--- src/rtl/integer_to_radix_ascii_core_macros.svh ---
// Assertion macros shared by the radix text converter RTL.
`ifndef INTEGER_TO_RADIX_ASCII_CORE_MACROS_SVH
`define INTEGER_TO_RADIX_ASCII_CORE_MACROS_SVH

`ifndef SYNTHESIS
`define ITR_ASSERT_IMP(lbl, ante, cons, msg) \
  lbl: assert property (@(posedge clk_i) disable iff (!rst_ni) (ante) |-> (cons)) \
    else $error(msg);
`define ITR_ASSERT_NXT(lbl, ante, cons, msg) \
  lbl: assert property (@(posedge clk_i) disable iff (!rst_ni) (ante) |=> (cons)) \
    else $error(msg);
`else
`define ITR_ASSERT_IMP(lbl, ante, cons, msg)
`define ITR_ASSERT_NXT(lbl, ante, cons, msg)
`endif

`endif

--- src/rtl/itr_pkg.sv ---
// Types, constants and helpers of the radix text converter.
package itr_pkg;

  localparam int unsigned WORD_BITS_DEF = 32;
  localparam int unsigned VALUE_W       = 32;
  localparam int unsigned RADIX_IN_W    = 8;
  localparam int unsigned RADIX_W       = 5;
  localparam int unsigned DIGIT_W       = 4;
  localparam int unsigned CHAR_W        = 8;
  localparam int unsigned STEP_BITS     = 8;

  localparam logic [RADIX_IN_W-1:0] RADIX_MIN = 8'd2;
  localparam logic [RADIX_IN_W-1:0] RADIX_MAX = 8'd16;
  localparam logic [RADIX_IN_W-1:0] RADIX_DEC = 8'd10;

  localparam logic [CHAR_W-1:0] CHAR_NUL   = 8'h00;
  localparam logic [CHAR_W-1:0] CHAR_ZERO  = 8'h30;
  localparam logic [CHAR_W-1:0] CHAR_MINUS = 8'h2d;
  localparam logic [CHAR_W-1:0] CHAR_LOW_A = 8'h61;
  localparam logic [DIGIT_W-1:0] DIGIT_TEN = 4'd10;

  typedef enum logic [5:0] {
    ST_IDLE = 6'b000001,
    ST_BAD  = 6'b000010,
    ST_DIV  = 6'b000100,
    ST_SIGN = 6'b001000,
    ST_RD   = 6'b010000,
    ST_PUT  = 6'b100000
  } itr_state_e;

  function automatic logic [CHAR_W-1:0] itr_glyph(input logic [DIGIT_W-1:0] digit);
    logic [CHAR_W-1:0] ext;
    ext = {{(CHAR_W-DIGIT_W){1'b0}}, digit};
    if (digit < DIGIT_TEN) begin
      return CHAR_ZERO + ext;
    end
    return CHAR_LOW_A + ext - {{(CHAR_W-DIGIT_W){1'b0}}, DIGIT_TEN};
  endfunction

endpackage

--- src/rtl/itr_if.sv ---
// Valid/ready channel interfaces of the radix text converter.
interface itr_in_if;
  logic        valid;
  logic        ready;
  logic [31:0] value_bits;
  logic [7:0]  radix;

  modport source (output valid, output value_bits, output radix, input ready);
  modport sink   (input valid, input value_bits, input radix, output ready);
endinterface

interface itr_out_if;
  logic       valid;
  logic       ready;
  logic [7:0] text_char;
  logic       last_char;
  logic       bad_radix;

  modport source (output valid, output text_char, output last_char, output bad_radix,
                  input ready);
  modport sink   (input valid, input text_char, input last_char, input bad_radix,
                  output ready);
endinterface

--- src/rtl/integer_to_radix_ascii_core.sv ---
// Radix text converter top level: sequencer, output register and unit wiring.
//
//   channel  dir  payload                              transfer
//   in_i     in   value_bits[31:0], radix[7:0]         valid & ready
//   out_o    out  text_char[7:0], last_char, bad_radix valid & ready
//
// Each digit costs one run of the shared divider; each character then passes
// through the registered digit store read.
// in_i.ready is high only while the sequencer is idle.
// A stalled out_o holds the sequencer in its emitting state.
// Reset is asynchronous, active low; no clearing pass is needed.
`include "integer_to_radix_ascii_core_macros.svh"

module integer_to_radix_ascii_core import itr_pkg::*; #(
  parameter int unsigned WORD_BITS = WORD_BITS_DEF
) (
  input  logic   clk_i,
  input  logic   rst_ni,
  itr_in_if.sink    in_i,
  itr_out_if.source out_o
);

  localparam int unsigned AddrW = $clog2(WORD_BITS);

  itr_state_e         state_q, state_d;
  logic [RADIX_W-1:0] radix_q, radix_d;
  logic               neg_q, neg_d;
  logic [AddrW-1:0]   cnt_q, cnt_d;
  logic [AddrW-1:0]   idx_q, idx_d;
  logic               out_valid_q;
  logic [CHAR_W-1:0]  out_char_q, out_char_d;
  logic               out_last_q, out_last_d;
  logic               out_bad_q, out_bad_d;
  logic               out_load;

  logic                         in_fire;
  logic                         radix_ok;
  logic [VALUE_W+WORD_BITS-1:0] value_ext;
  logic [WORD_BITS-1:0]         word_in;
  logic                         neg_in;
  logic [WORD_BITS-1:0]         mag_in;
  logic                         slot_free;

  logic                 div_start;
  logic [WORD_BITS-1:0] div_dividend;
  logic [RADIX_W-1:0]   div_divisor;
  logic                 div_busy;
  logic                 div_done;
  logic [WORD_BITS-1:0] div_quot;
  logic [DIGIT_W-1:0]   div_rem;
  logic                 st_wr_en;
  logic                 st_rd_en;
  logic [DIGIT_W-1:0]   st_rd_data;

  assign in_i.ready = (state_q == ST_IDLE);
  assign in_fire    = in_i.valid & in_i.ready;
  assign radix_ok   = (in_i.radix >= RADIX_MIN) && (in_i.radix <= RADIX_MAX);
  assign value_ext  = {{WORD_BITS{1'b0}}, in_i.value_bits};
  assign word_in    = value_ext[WORD_BITS-1:0];
  assign neg_in     = (in_i.radix == RADIX_DEC) && word_in[WORD_BITS-1];
  assign mag_in     = neg_in ? (~word_in) + WORD_BITS'(1) : word_in;
  assign slot_free  = !out_valid_q || out_o.ready;

  assign div_start    = (in_fire && radix_ok) ||
                        ((state_q == ST_DIV) && div_done && (div_quot != '0));
  assign div_dividend = (state_q == ST_IDLE) ? mag_in : div_quot;
  assign div_divisor  = (state_q == ST_IDLE) ? in_i.radix[RADIX_W-1:0] : radix_q;
  assign st_wr_en     = (state_q == ST_DIV) && div_done;
  assign st_rd_en     = (state_q == ST_RD);

  itr_divider #(
    .WordBits (WORD_BITS)
  ) u_divider (
    .clk_i      (clk_i),
    .rst_ni     (rst_ni),
    .start_i    (div_start),
    .dividend_i (div_dividend),
    .divisor_i  (div_divisor),
    .busy_o     (div_busy),
    .done_o     (div_done),
    .quot_o     (div_quot),
    .rem_o      (div_rem)
  );

  itr_digit_stack #(
    .Depth (WORD_BITS)
  ) u_digit_stack (
    .clk_i     (clk_i),
    .wr_en_i   (st_wr_en),
    .wr_addr_i (cnt_q),
    .wr_data_i (div_rem),
    .rd_en_i   (st_rd_en),
    .rd_addr_i (idx_q),
    .rd_data_o (st_rd_data)
  );

  always_comb begin
    state_d    = state_q;
    radix_d    = radix_q;
    neg_d      = neg_q;
    cnt_d      = cnt_q;
    idx_d      = idx_q;
    out_load   = 1'b0;
    out_char_d = out_char_q;
    out_last_d = out_last_q;
    out_bad_d  = out_bad_q;
    unique case (state_q)
      ST_IDLE: begin
        if (in_fire) begin
          radix_d = in_i.radix[RADIX_W-1:0];
          neg_d   = neg_in;
          cnt_d   = '0;
          state_d = radix_ok ? ST_DIV : ST_BAD;
        end
      end
      ST_BAD: begin
        if (slot_free) begin
          out_load   = 1'b1;
          out_char_d = CHAR_NUL;
          out_last_d = 1'b1;
          out_bad_d  = 1'b1;
          state_d    = ST_IDLE;
        end
      end
      ST_DIV: begin
        if (div_done) begin
          if (div_quot != '0) begin
            cnt_d = cnt_q + AddrW'(1);
          end else begin
            idx_d   = cnt_q;
            state_d = neg_q ? ST_SIGN : ST_RD;
          end
        end
      end
      ST_SIGN: begin
        if (slot_free) begin
          out_load   = 1'b1;
          out_char_d = CHAR_MINUS;
          out_last_d = 1'b0;
          out_bad_d  = 1'b0;
          state_d    = ST_RD;
        end
      end
      ST_RD: begin
        state_d = ST_PUT;
      end
      ST_PUT: begin
        if (slot_free) begin
          out_load   = 1'b1;
          out_char_d = itr_glyph(st_rd_data);
          out_last_d = (idx_q == '0);
          out_bad_d  = 1'b0;
          if (idx_q == '0) begin
            state_d = ST_IDLE;
          end else begin
            idx_d   = idx_q - AddrW'(1);
            state_d = ST_RD;
          end
        end
      end
      default: begin
        state_d = ST_IDLE;
      end
    endcase
  end

  always_ff @(posedge clk_i or negedge rst_ni) begin
    if (!rst_ni) begin
      state_q     <= ST_IDLE;
      out_valid_q <= 1'b0;
    end else begin
      state_q <= state_d;
      if (out_load) begin
        out_valid_q <= 1'b1;
      end else if (out_o.ready) begin
        out_valid_q <= 1'b0;
      end
    end
  end

  always_ff @(posedge clk_i) begin
    radix_q    <= radix_d;
    neg_q      <= neg_d;
    cnt_q      <= cnt_d;
    idx_q      <= idx_d;
    out_char_q <= out_char_d;
    out_last_q <= out_last_d;
    out_bad_q  <= out_bad_d;
  end

  assign out_o.valid     = out_valid_q;
  assign out_o.text_char = out_char_q;
  assign out_o.last_char = out_last_q;
  assign out_o.bad_radix = out_bad_q;

  `ITR_ASSERT_IMP(a_bad_is_last, out_valid_q && out_bad_q, out_last_q && (out_char_q == CHAR_NUL), "error transfer not last or not NUL")
  `ITR_ASSERT_NXT(a_div_restart, (state_q == ST_DIV) && div_done && (div_quot != '0), div_busy, "divider not restarted on non-zero quotient")
  `ITR_ASSERT_IMP(a_busy_in_div, div_busy, state_q == ST_DIV, "divider busy outside divide state")

endmodule

--- src/rtl/itr_divider.sv ---
// Shared restoring divider: one digit per run, STEP_BITS quotient bits per cycle.
`include "integer_to_radix_ascii_core_macros.svh"

module itr_divider import itr_pkg::*; #(
  parameter int unsigned WordBits = WORD_BITS_DEF
) (
  input  logic                clk_i,
  input  logic                rst_ni,
  input  logic                start_i,
  input  logic [WordBits-1:0] dividend_i,
  input  logic [RADIX_W-1:0]  divisor_i,
  output logic                busy_o,
  output logic                done_o,
  output logic [WordBits-1:0] quot_o,
  output logic [DIGIT_W-1:0]  rem_o
);

  localparam int unsigned Chunks  = (WordBits + STEP_BITS - 1) / STEP_BITS;
  localparam int unsigned PadBits = Chunks * STEP_BITS;
  localparam int unsigned LeftW   = $clog2(Chunks + 1);

  logic [PadBits-1:0] work_q, work_d;
  logic [RADIX_W-1:0] rem_q, rem_d;
  logic [RADIX_W-1:0] d_q;
  logic [LeftW-1:0]   left_q;
  logic               done_q;

  always_comb begin
    logic [RADIX_W-1:0] part;
    work_d = work_q;
    rem_d  = rem_q;
    for (int i = 0; i < STEP_BITS; i++) begin
      part   = {rem_d[RADIX_W-2:0], work_d[PadBits-1]};
      work_d = {work_d[PadBits-2:0], 1'b0};
      if (part >= d_q) begin
        part      = part - d_q;
        work_d[0] = 1'b1;
      end
      rem_d = part;
    end
  end

  always_ff @(posedge clk_i or negedge rst_ni) begin
    if (!rst_ni) begin
      left_q <= '0;
      done_q <= 1'b0;
    end else begin
      done_q <= (left_q == LeftW'(1));
      if (start_i) begin
        left_q <= LeftW'(Chunks);
      end else if (left_q != '0) begin
        left_q <= left_q - LeftW'(1);
      end
    end
  end

  always_ff @(posedge clk_i) begin
    if (start_i) begin
      work_q <= PadBits'(dividend_i);
      rem_q  <= '0;
      d_q    <= divisor_i;
    end else if (left_q != '0) begin
      work_q <= work_d;
      rem_q  <= rem_d;
    end
  end

  assign busy_o = (left_q != '0);
  assign done_o = done_q;
  assign quot_o = work_q[WordBits-1:0];
  assign rem_o  = rem_q[DIGIT_W-1:0];

  `ITR_ASSERT_IMP(a_rem_below_divisor, left_q != '0, rem_q < d_q, "partial remainder reached divisor")
  `ITR_ASSERT_NXT(a_done_single, done_q, !done_q, "done held for more than one cycle")
  `ITR_ASSERT_IMP(a_start_idle, start_i, !busy_o, "divider started while busy")

endmodule

--- src/rtl/itr_digit_stack.sv ---
// Digit store: written least significant first, read back in reverse.
module itr_digit_stack import itr_pkg::*; #(
  parameter int unsigned Depth = WORD_BITS_DEF
) (
  input  logic                     clk_i,
  input  logic                     wr_en_i,
  input  logic [$clog2(Depth)-1:0] wr_addr_i,
  input  logic [DIGIT_W-1:0]       wr_data_i,
  input  logic                     rd_en_i,
  input  logic [$clog2(Depth)-1:0] rd_addr_i,
  output logic [DIGIT_W-1:0]       rd_data_o
);

  logic [DIGIT_W-1:0] mem [Depth];
  logic [DIGIT_W-1:0] rd_data_q;

  always_ff @(posedge clk_i) begin
    if (wr_en_i) begin
      mem[wr_addr_i] <= wr_data_i;
    end
    if (rd_en_i) begin
      rd_data_q <= mem[rd_addr_i];
    end
  end

  assign rd_data_o = rd_data_q;

endmodule

--- src/flat_wrapper.sv ---
// flat-port wrapper written by rule: the top's interface ports become plain ports
module integer_to_radix_ascii_core_flat import itr_pkg::*;
#(
  parameter int unsigned WORD_BITS = WORD_BITS_DEF
)
  (clk_i, rst_ni, in_i_valid, in_i_value_bits, in_i_radix, in_i_ready, out_o_valid, out_o_text_char, out_o_last_char, out_o_bad_radix, out_o_ready);
  itr_in_if in_i_i ();
  itr_out_if out_o_i ();
  input  logic clk_i;
  input  logic rst_ni;
  input wire logic [$bits(in_i_i.valid)-1:0] in_i_valid;
  input wire logic [$bits(in_i_i.value_bits)-1:0] in_i_value_bits;
  input wire logic [$bits(in_i_i.radix)-1:0] in_i_radix;
  output wire logic [$bits(in_i_i.ready)-1:0] in_i_ready;
  output wire logic [$bits(out_o_i.valid)-1:0] out_o_valid;
  output wire logic [$bits(out_o_i.text_char)-1:0] out_o_text_char;
  output wire logic [$bits(out_o_i.last_char)-1:0] out_o_last_char;
  output wire logic [$bits(out_o_i.bad_radix)-1:0] out_o_bad_radix;
  input wire logic [$bits(out_o_i.ready)-1:0] out_o_ready;
  assign in_i_i.valid = in_i_valid;
  assign in_i_i.value_bits = in_i_value_bits;
  assign in_i_i.radix = in_i_radix;
  assign in_i_ready = in_i_i.ready;
  assign out_o_valid = out_o_i.valid;
  assign out_o_text_char = out_o_i.text_char;
  assign out_o_last_char = out_o_i.last_char;
  assign out_o_bad_radix = out_o_i.bad_radix;
  assign out_o_i.ready = out_o_ready;
  integer_to_radix_ascii_core #(.WORD_BITS(WORD_BITS)) u_core (.clk_i(clk_i), .rst_ni(rst_ni), .in_i(in_i_i), .out_o(out_o_i));
endmodule
--- config.mk ---
export PLATFORM = sky130hd
export DESIGN_NAME = integer_to_radix_ascii_core_flat
export DESIGN_NICKNAME = d
export VERILOG_FILES = /design/src/rtl/itr_pkg.sv /design/src/rtl/itr_if.sv /design/src/rtl/integer_to_radix_ascii_core.sv /design/src/rtl/itr_divider.sv /design/src/rtl/itr_digit_stack.sv /design/src/flat_wrapper.sv
export VERILOG_INCLUDE_DIRS = /design/src /design/src/rtl
export SDC_FILE = /design/constraint.sdc
export NUM_CORES = 1
export LEC_CHECK = 0
export BUFFER_PORTS_ARGS = -buffer_cell sky130_fd_sc_hd__buf_2
export CAP_MARGIN = 5
export CORE_MARGIN = 8
export CORE_UTILIZATION = 62
export CTS_CLUSTER_DIAMETER = 120
export DETAILED_ROUTE_END_ITERATION = 8
export MAX_ROUTING_LAYER = met4
export PLACE_DENSITY = 0.84
export SYNTH_ARGS = -nofsm -noshare
export SYNTH_HDL_FRONTEND = slang
export SYNTH_SLANG_ARGS = --single-unit
--- constraint.sdc ---
create_clock -name clk_i -period 13.69 [get_ports clk_i]
set_input_delay 1.369 -clock clk_i [delete_from_list [all_inputs] [get_ports clk_i]]
set_output_delay 1.369 -clock clk_i [all_outputs]
set_load 0.01 [all_outputs]
## After elaboration in Yosys (flattened, before gate mapping)

Memories as Yosys holds them, arrays and structs flattened. A register that Yosys moved wholly into a read port is not among the register bits.
Index checks and enable logic that the tools add are counted.

- Multiplexer cells: 62
- Reduce and logical (&&, ||, !) cells: 26
- Multiply operators: 0
- Shift operators: 0
- Add/sub/neg operators: 15
- Div/mod/pow operators: 0
- Eq/ne operators: 18
- Magnitude comparators: 11
- Bitwise logic cells: 2

Operator list:

| cell | number |
|---|---|
| $mux 32 | 4 |
| $mux 5 | 10 |
| $ge 5x5->1 | 8 |
| $mux 8 | 5 |
| $mux 6 | 6 |
| $pmux 6 s6 | 1 |
| $add 32x1->32 const B | 1 |
| $mux 4 | 8 |
| $not 32->32 | 1 |
| $reduce_bool 32->1 | 1 |
| $sub 4x4->4 | 8 |
| $pmux 8 s3 | 1 |
| $mux 1 | 20 |
| $pmux 5 s2 | 2 |
| $ne 2x1->1 const B | 5 |
| $ne 2x2->1 const B | 5 |
| $reduce_bool 2->1 | 5 |
| $mux 3 | 3 |
| $add 7x4->8 const A | 1 |
| $eq 8x4->1 const B | 1 |
| $ge 8x2->1 const B | 1 |
| $le 8x5->1 const B | 1 |
| $reduce_and 4->1 | 2 |
| $sub 8x4->8 const B | 1 |
| other kinds (26) | 33 |

- Memories: 1
- Bits in latches: 0
- Output and inout bits: 12
- Memory bits (read-only): 0
- Flip-flop bits (word level): 78
- Bits in writable memories: 128

Memories:

| memory | depth | width | read ports | clocked after Yosys merged registers in | write ports | line | source |
|---|---|---|---|---|---|---|---|
| u_core.u_digit_stack.mem | 32 | 4 | 1 | 1 | 1 | itr_digit_stack.sv:14 | `logic [DIGIT_W-1:0] mem [Depth];` |

## Depth between registers and ports, before layout

- Depth after elaboration: 18
- Gate-level depth with buffers: 54

## By module

A second synthesis with hierarchy kept.

- Cell total of the unflattened synthesis: 929
- Area total of the unflattened synthesis: 11522.3 um^2

By module, submodules not included:

| module | sequential area each (um^2) | area each (um^2) | instances | cells each |
|---|---|---|---|---|
| itr_digit_stack | 3963.8 | 5178.7 | 1 | 231 |
| itr_divider | 1291.2 | 3634.7 | 1 | 348 |
| integer_to_radix_ascii_core | 927.1 | 2708.8 | 1 | 350 |

## Least setup slack after synthesis

No wires, ideal clock.

- Path type: flip-flop to flip-flop
- Start: register u_core.u_divider.d_q[1]
- End: register u_core.u_divider.rem_q[2]
- Library setup time: 0.075 ns
- Path slack: 2.197 ns
- Buffers on the path: 1
- Stages on the path, launching flop included: 51
- Period minus slack after synthesis: 11.493 ns
- Data arrival time: 11.418 ns
- Cell sequence: edfxtp_1 > inv_1 > ha_1 > nor2b_1 > o31a_1 > or3b_2 > a21oi_1 > mux2_2 > ha_1 > o21a_1 > o31a_1 > o22ai_1 > nor3b_1 > nor2_1 > ha_1 > o21a_1 > o31a_1 > o22ai_1 > (+15 left out) > o21ai_0 > a21oi_1 > o22ai_1 > mux2_2 > inv_1 > ha_1 > nor2b_1 > o31ai_1 > a31oi_1 > inv_1 > mux2i_1 > ha_1 > o21ai_0 > a21oi_1 > o22ai_1 > nor2_1 > a311o_1 > o22ai_1

- Cells in the longest elaborated chain, start to end: 16

Ends and longest elaborated chain:

| item | line | source |
|---|---|---|
| from (decl) | itr_divider.sv:24 | `logic [RADIX_W-1:0] d_q;` |
| from (signal assigned) | itr_divider.sv:61 | `d_q <= divisor_i;` |
| $sub 4x4->4 or $ge 5x5->1 (tied branches) | itr_divider.sv:36, itr_divider.sv:35 |  |
| $mux 4 | itr_divider.sv:35 | `if (part >= d_q) begin` |
| $sub 4x4->4 or $ge 5x5->1 (tied branches) | itr_divider.sv:36, itr_divider.sv:35 |  |
| $mux 4 | itr_divider.sv:35 |  |
| $sub 4x4->4 or $ge 5x5->1 (tied branches) | itr_divider.sv:36, itr_divider.sv:35 |  |
| $mux 4 | itr_divider.sv:35 |  |
| $ge 5x5->1 or $sub 4x4->4 (tied branches) | itr_divider.sv:35, itr_divider.sv:36 |  |
| $mux 4 | itr_divider.sv:35 |  |
| $sub 4x4->4 or $ge 5x5->1 (tied branches) | itr_divider.sv:36, itr_divider.sv:35 |  |
| $mux 4 | itr_divider.sv:35 |  |
| $sub 4x4->4 or $ge 5x5->1 (tied branches) | itr_divider.sv:36, itr_divider.sv:35 |  |
| $mux 4 | itr_divider.sv:35 |  |
| $ge 5x5->1 or $sub 4x4->4 (tied branches) | itr_divider.sv:35, itr_divider.sv:36 |  |
| $mux 4 | itr_divider.sv:35 |  |
| $sub 4x4->4 or $ge 5x5->1 (tied branches) | itr_divider.sv:36, itr_divider.sv:35 |  |
| $mux 4 (*) | itr_divider.sv:35 |  |
| to (signal assigned) | itr_divider.sv:64 | `rem_q <= rem_d;` |
| to (decl) | itr_divider.sv:23 | `logic [RADIX_W-1:0] rem_q, rem_d;` |

Mark *: on every way between the ends. The rest lies on a longest branch, timed or not.
A chain may end at the register's enable or synchronous reset.

## Final worst setup path

Ends and elaborated chain as after synthesis.

==> impl_metrics.toml <==
[run_status]
status = "finished clean"

[yosys]
mappedNetlistArea_um2 = 11300
netlist_instances = 898
syn_avg_cell_area_um2 = 12.5
synthArstFlopShare_pct = 5.26
ys_ff_latch = 209
synth_ff_type = "edfxtp_1"
ys_seq_area_share_pct = 54.9
synth_nets = 1000
synth_edf_count = 194
yosysWarningCount = 0
ys_types = 71

[drt]
wl_per_cell_um = 21.4
ant_nets = 0
vias_per_cell = 6.41
drt-pass1-iter-count = 5
drt_iter0_drc = 675
route.final.wire_length_um = 25500
dr_total_vias = 7635
drc = 0

[cells_and_area]
areaGrowthSynthToFinish_pct = 11.1
num_antenna_cells = 0
nets = 1049
drive_gt1_share_pct = 17.7
fin_cells = 1191
fill_cells = 1163

[floorplanning]
io_pins = 56
die_x_um = 151
die-area_um2 = 22700
rows = 49
core_um2 = 17900
die_h_um = 151
initial_core_util_pct = 62.9

[worst_hold_path]
hp-class = "flop to flop"
min_path_cells = 1

[timing]
finalSetupViolCount = 0
fmax_mhz = 78.7
rsz0062_at_grt = "no"
period_share_pct = 92.8
slew_viol_final = 0
fin_worst_skew_ns = 0.0212
hold_viol = 0
slew-limit-headroom_pct = 43.8
fin_crit_ns = 12.71
hold_slack_ns = 0.503
worst_slew_pin_slew_ns = 0.840
tns_ns = 0

[cts]
root_buffer = "clkbuf_16"
cts_setup_buffers = 0
clock-sinks = 209
cts_tree = "done"
cts_resized = 0
clk_latency_ns = 0.50
h-tree-depth = 1
cts_buffers = 21
cts_buffer_depth = 3
cts_hold_buf = 0
clk_pin_slew_ns = 0.07

[placed_design]
place.gp.congestion = 0.887
place_inst = 1153
portBuffers = 54
dp_hpwl_um = 16900

[global_routing]
antenna_found_initial = 0
grt_max_degree = 80
overflow = 0
track_usage_pct = 23.0
grt_pass1_vias = 7473
grt_pass1_wl_um = 39800

[critical_path]
critPathKind = "flop to flop"
slowest_stage = "edfxtp_1"
r2r_cells = 48
crit_buf_inv = 3
crit_path_end_kind = "flop"
critical_path.top_delay_family = "compound AO/OA/AOI/OAI gates"
cpPeakStageDelay_ns = 0.63
cp.required_ns = 14.11
startpoint_type = "flop"
crit_path_max_fanout = 11
crit_cells = 48
cpMostUsedCell = "ha_1"
arrival_ns = 13.13
r2r_setup_slack_ns = 0.98

[job]
cap_violations = 0
## layout by cell type, fill, tap and decap left out, drive strengths merged, types with 13 or more instances in the layout
| master | count |
|---|---|
| xnor2 | 26 |
| o21ai | 37 |
| inv | 47 |
| clkbuf | 24 |
| edfxtp | 194 |
| a21oi | 53 |
| nor3 | 16 |
| buf | 62 |
| nor2 | 112 |
| nand3 | 16 |
| nand2 | 57 |
| ha | 50 |
| nor4 | 13 |
| xor2 | 21 |
| nor2b | 14 |
| mux4 | 40 |
## logic make-up (layout without fill, tap and decap cells)
group / after synthesis / in the layout / synth area share, %
xor gates and xnor gates: 47 / 47 / 3.65
muxes: 57 / 57 / 9.61
adders and majority gates: 58 / 58 / 6.98
buffers and inverters: 81 / 145 / 3.11
and+or+nand+nor: 280 / 280 / 12.3
other: 1 / 1 / 0.0333
DFF: 209 / 209 / 54.9
AOI/OAI and AO/OA: 165 / 165 / 9.47
## layer usage
metal | GRT usage (%) | routed length [µm]
met1 | 28.6 | 10300
met2 | 39.1 | 13200
met3 | 2.66 | 1420
met4 | 7.03 | 601
met5 | - | 0
## stage by stage
| step | cell area [µm²] | worst slack, ns | util [%] |
|---|---|---|---|
| 2_1_floorplan | 11300 | 2.20 | - |
| 4_1_cts | 12500 | 0.365 | 69.8 |
| 3_5_place_dp | 11700 | 0.494 | 65.4 |
| 5_1_grt | 12500 | 0.111 | 69.9 |
| 6_report | 12500 | 0.982 | 69.9 |
| 3_3_place_gp | 11700 | 1.19 | 65.4 |
## registers in the layout, indices dropped and copies added, names as in the netlist, 5 cells and up
register,count
u_core.cnt_q,5
u_core.idx_q,5
u_core.out_o.text_char,7
u_core.radix_q,5
u_core.state_q,6
u_core.u_digit_stack.mem,128
u_core.u_divider.d_q,5
u_core.u_divider.quot_o,32
## synthesized netlist by cell type, drive strengths merged, types with 14 or more instances
library cell,instances,area (µm²)
edfxtp,194,5830
nor2,112,420
nand2,57,214
a21oi,53,292
ha,50,626
inv,45,169
mux4,40,901
o21ai,37,189
xnor2,26,228
xor2,21,184
clkbuf,20,75.1
buf,16,106
nand3,16,85.1
nor3,16,108
nor2b,14,87.6
## worst paths after layout
path / from / endpoint
worst max-delay path: u_core.u_divider.d_q[1]$_DFFE_PN_ / u_core.u_divider.rem_q[2]$_SDFFE_PN0P_
worst min-delay path: u_core.u_divider.left_q[2]$_DFFE_PN0P_ / u_core.u_divider.done_o$_DFF_PN0_
worst max register to register: u_core.u_divider.d_q[1]$_DFFE_PN_ / u_core.u_divider.rem_q[2]$_SDFFE_PN0P_
worst min register to register: u_core.u_divider.left_q[2]$_DFFE_PN0P_ / u_core.u_divider.done_o$_DFF_PN0_
max in group asynchronous: rst_ni / u_core.state_q[0]$_DFFE_PN1P_
min in group asynchronous: rst_ni / u_core.u_divider.left_q[2]$_DFFE_PN0P_
## worst reg2reg max path: cells and delay by family, from the launching register on
family / cells / cell delay (ns)
adders and majority gates: 8 / 2.46
buffers and inverters: 3 / 0.65
DFF: 1 / 0.63
and+or+nand+nor: 8 / 1.63
AOI/OAI and AO/OA: 24 / 5.36
muxes: 5 / 1.89
## area by class of cell
type,instances,area (µm²),area share [%]
tap,229,287,2.29
clock inverter,14,250,2.00
timing repair buffer,62,330,2.64
sequential,209,6180,49.4
inverter,45,169,1.35
multi-input combinational,608,4760,38.0
clock buffer,24,537,4.29
Power is not shown: default switching activity piles up to over one toggle a cycle in this logic, so the estimate is an artifact.
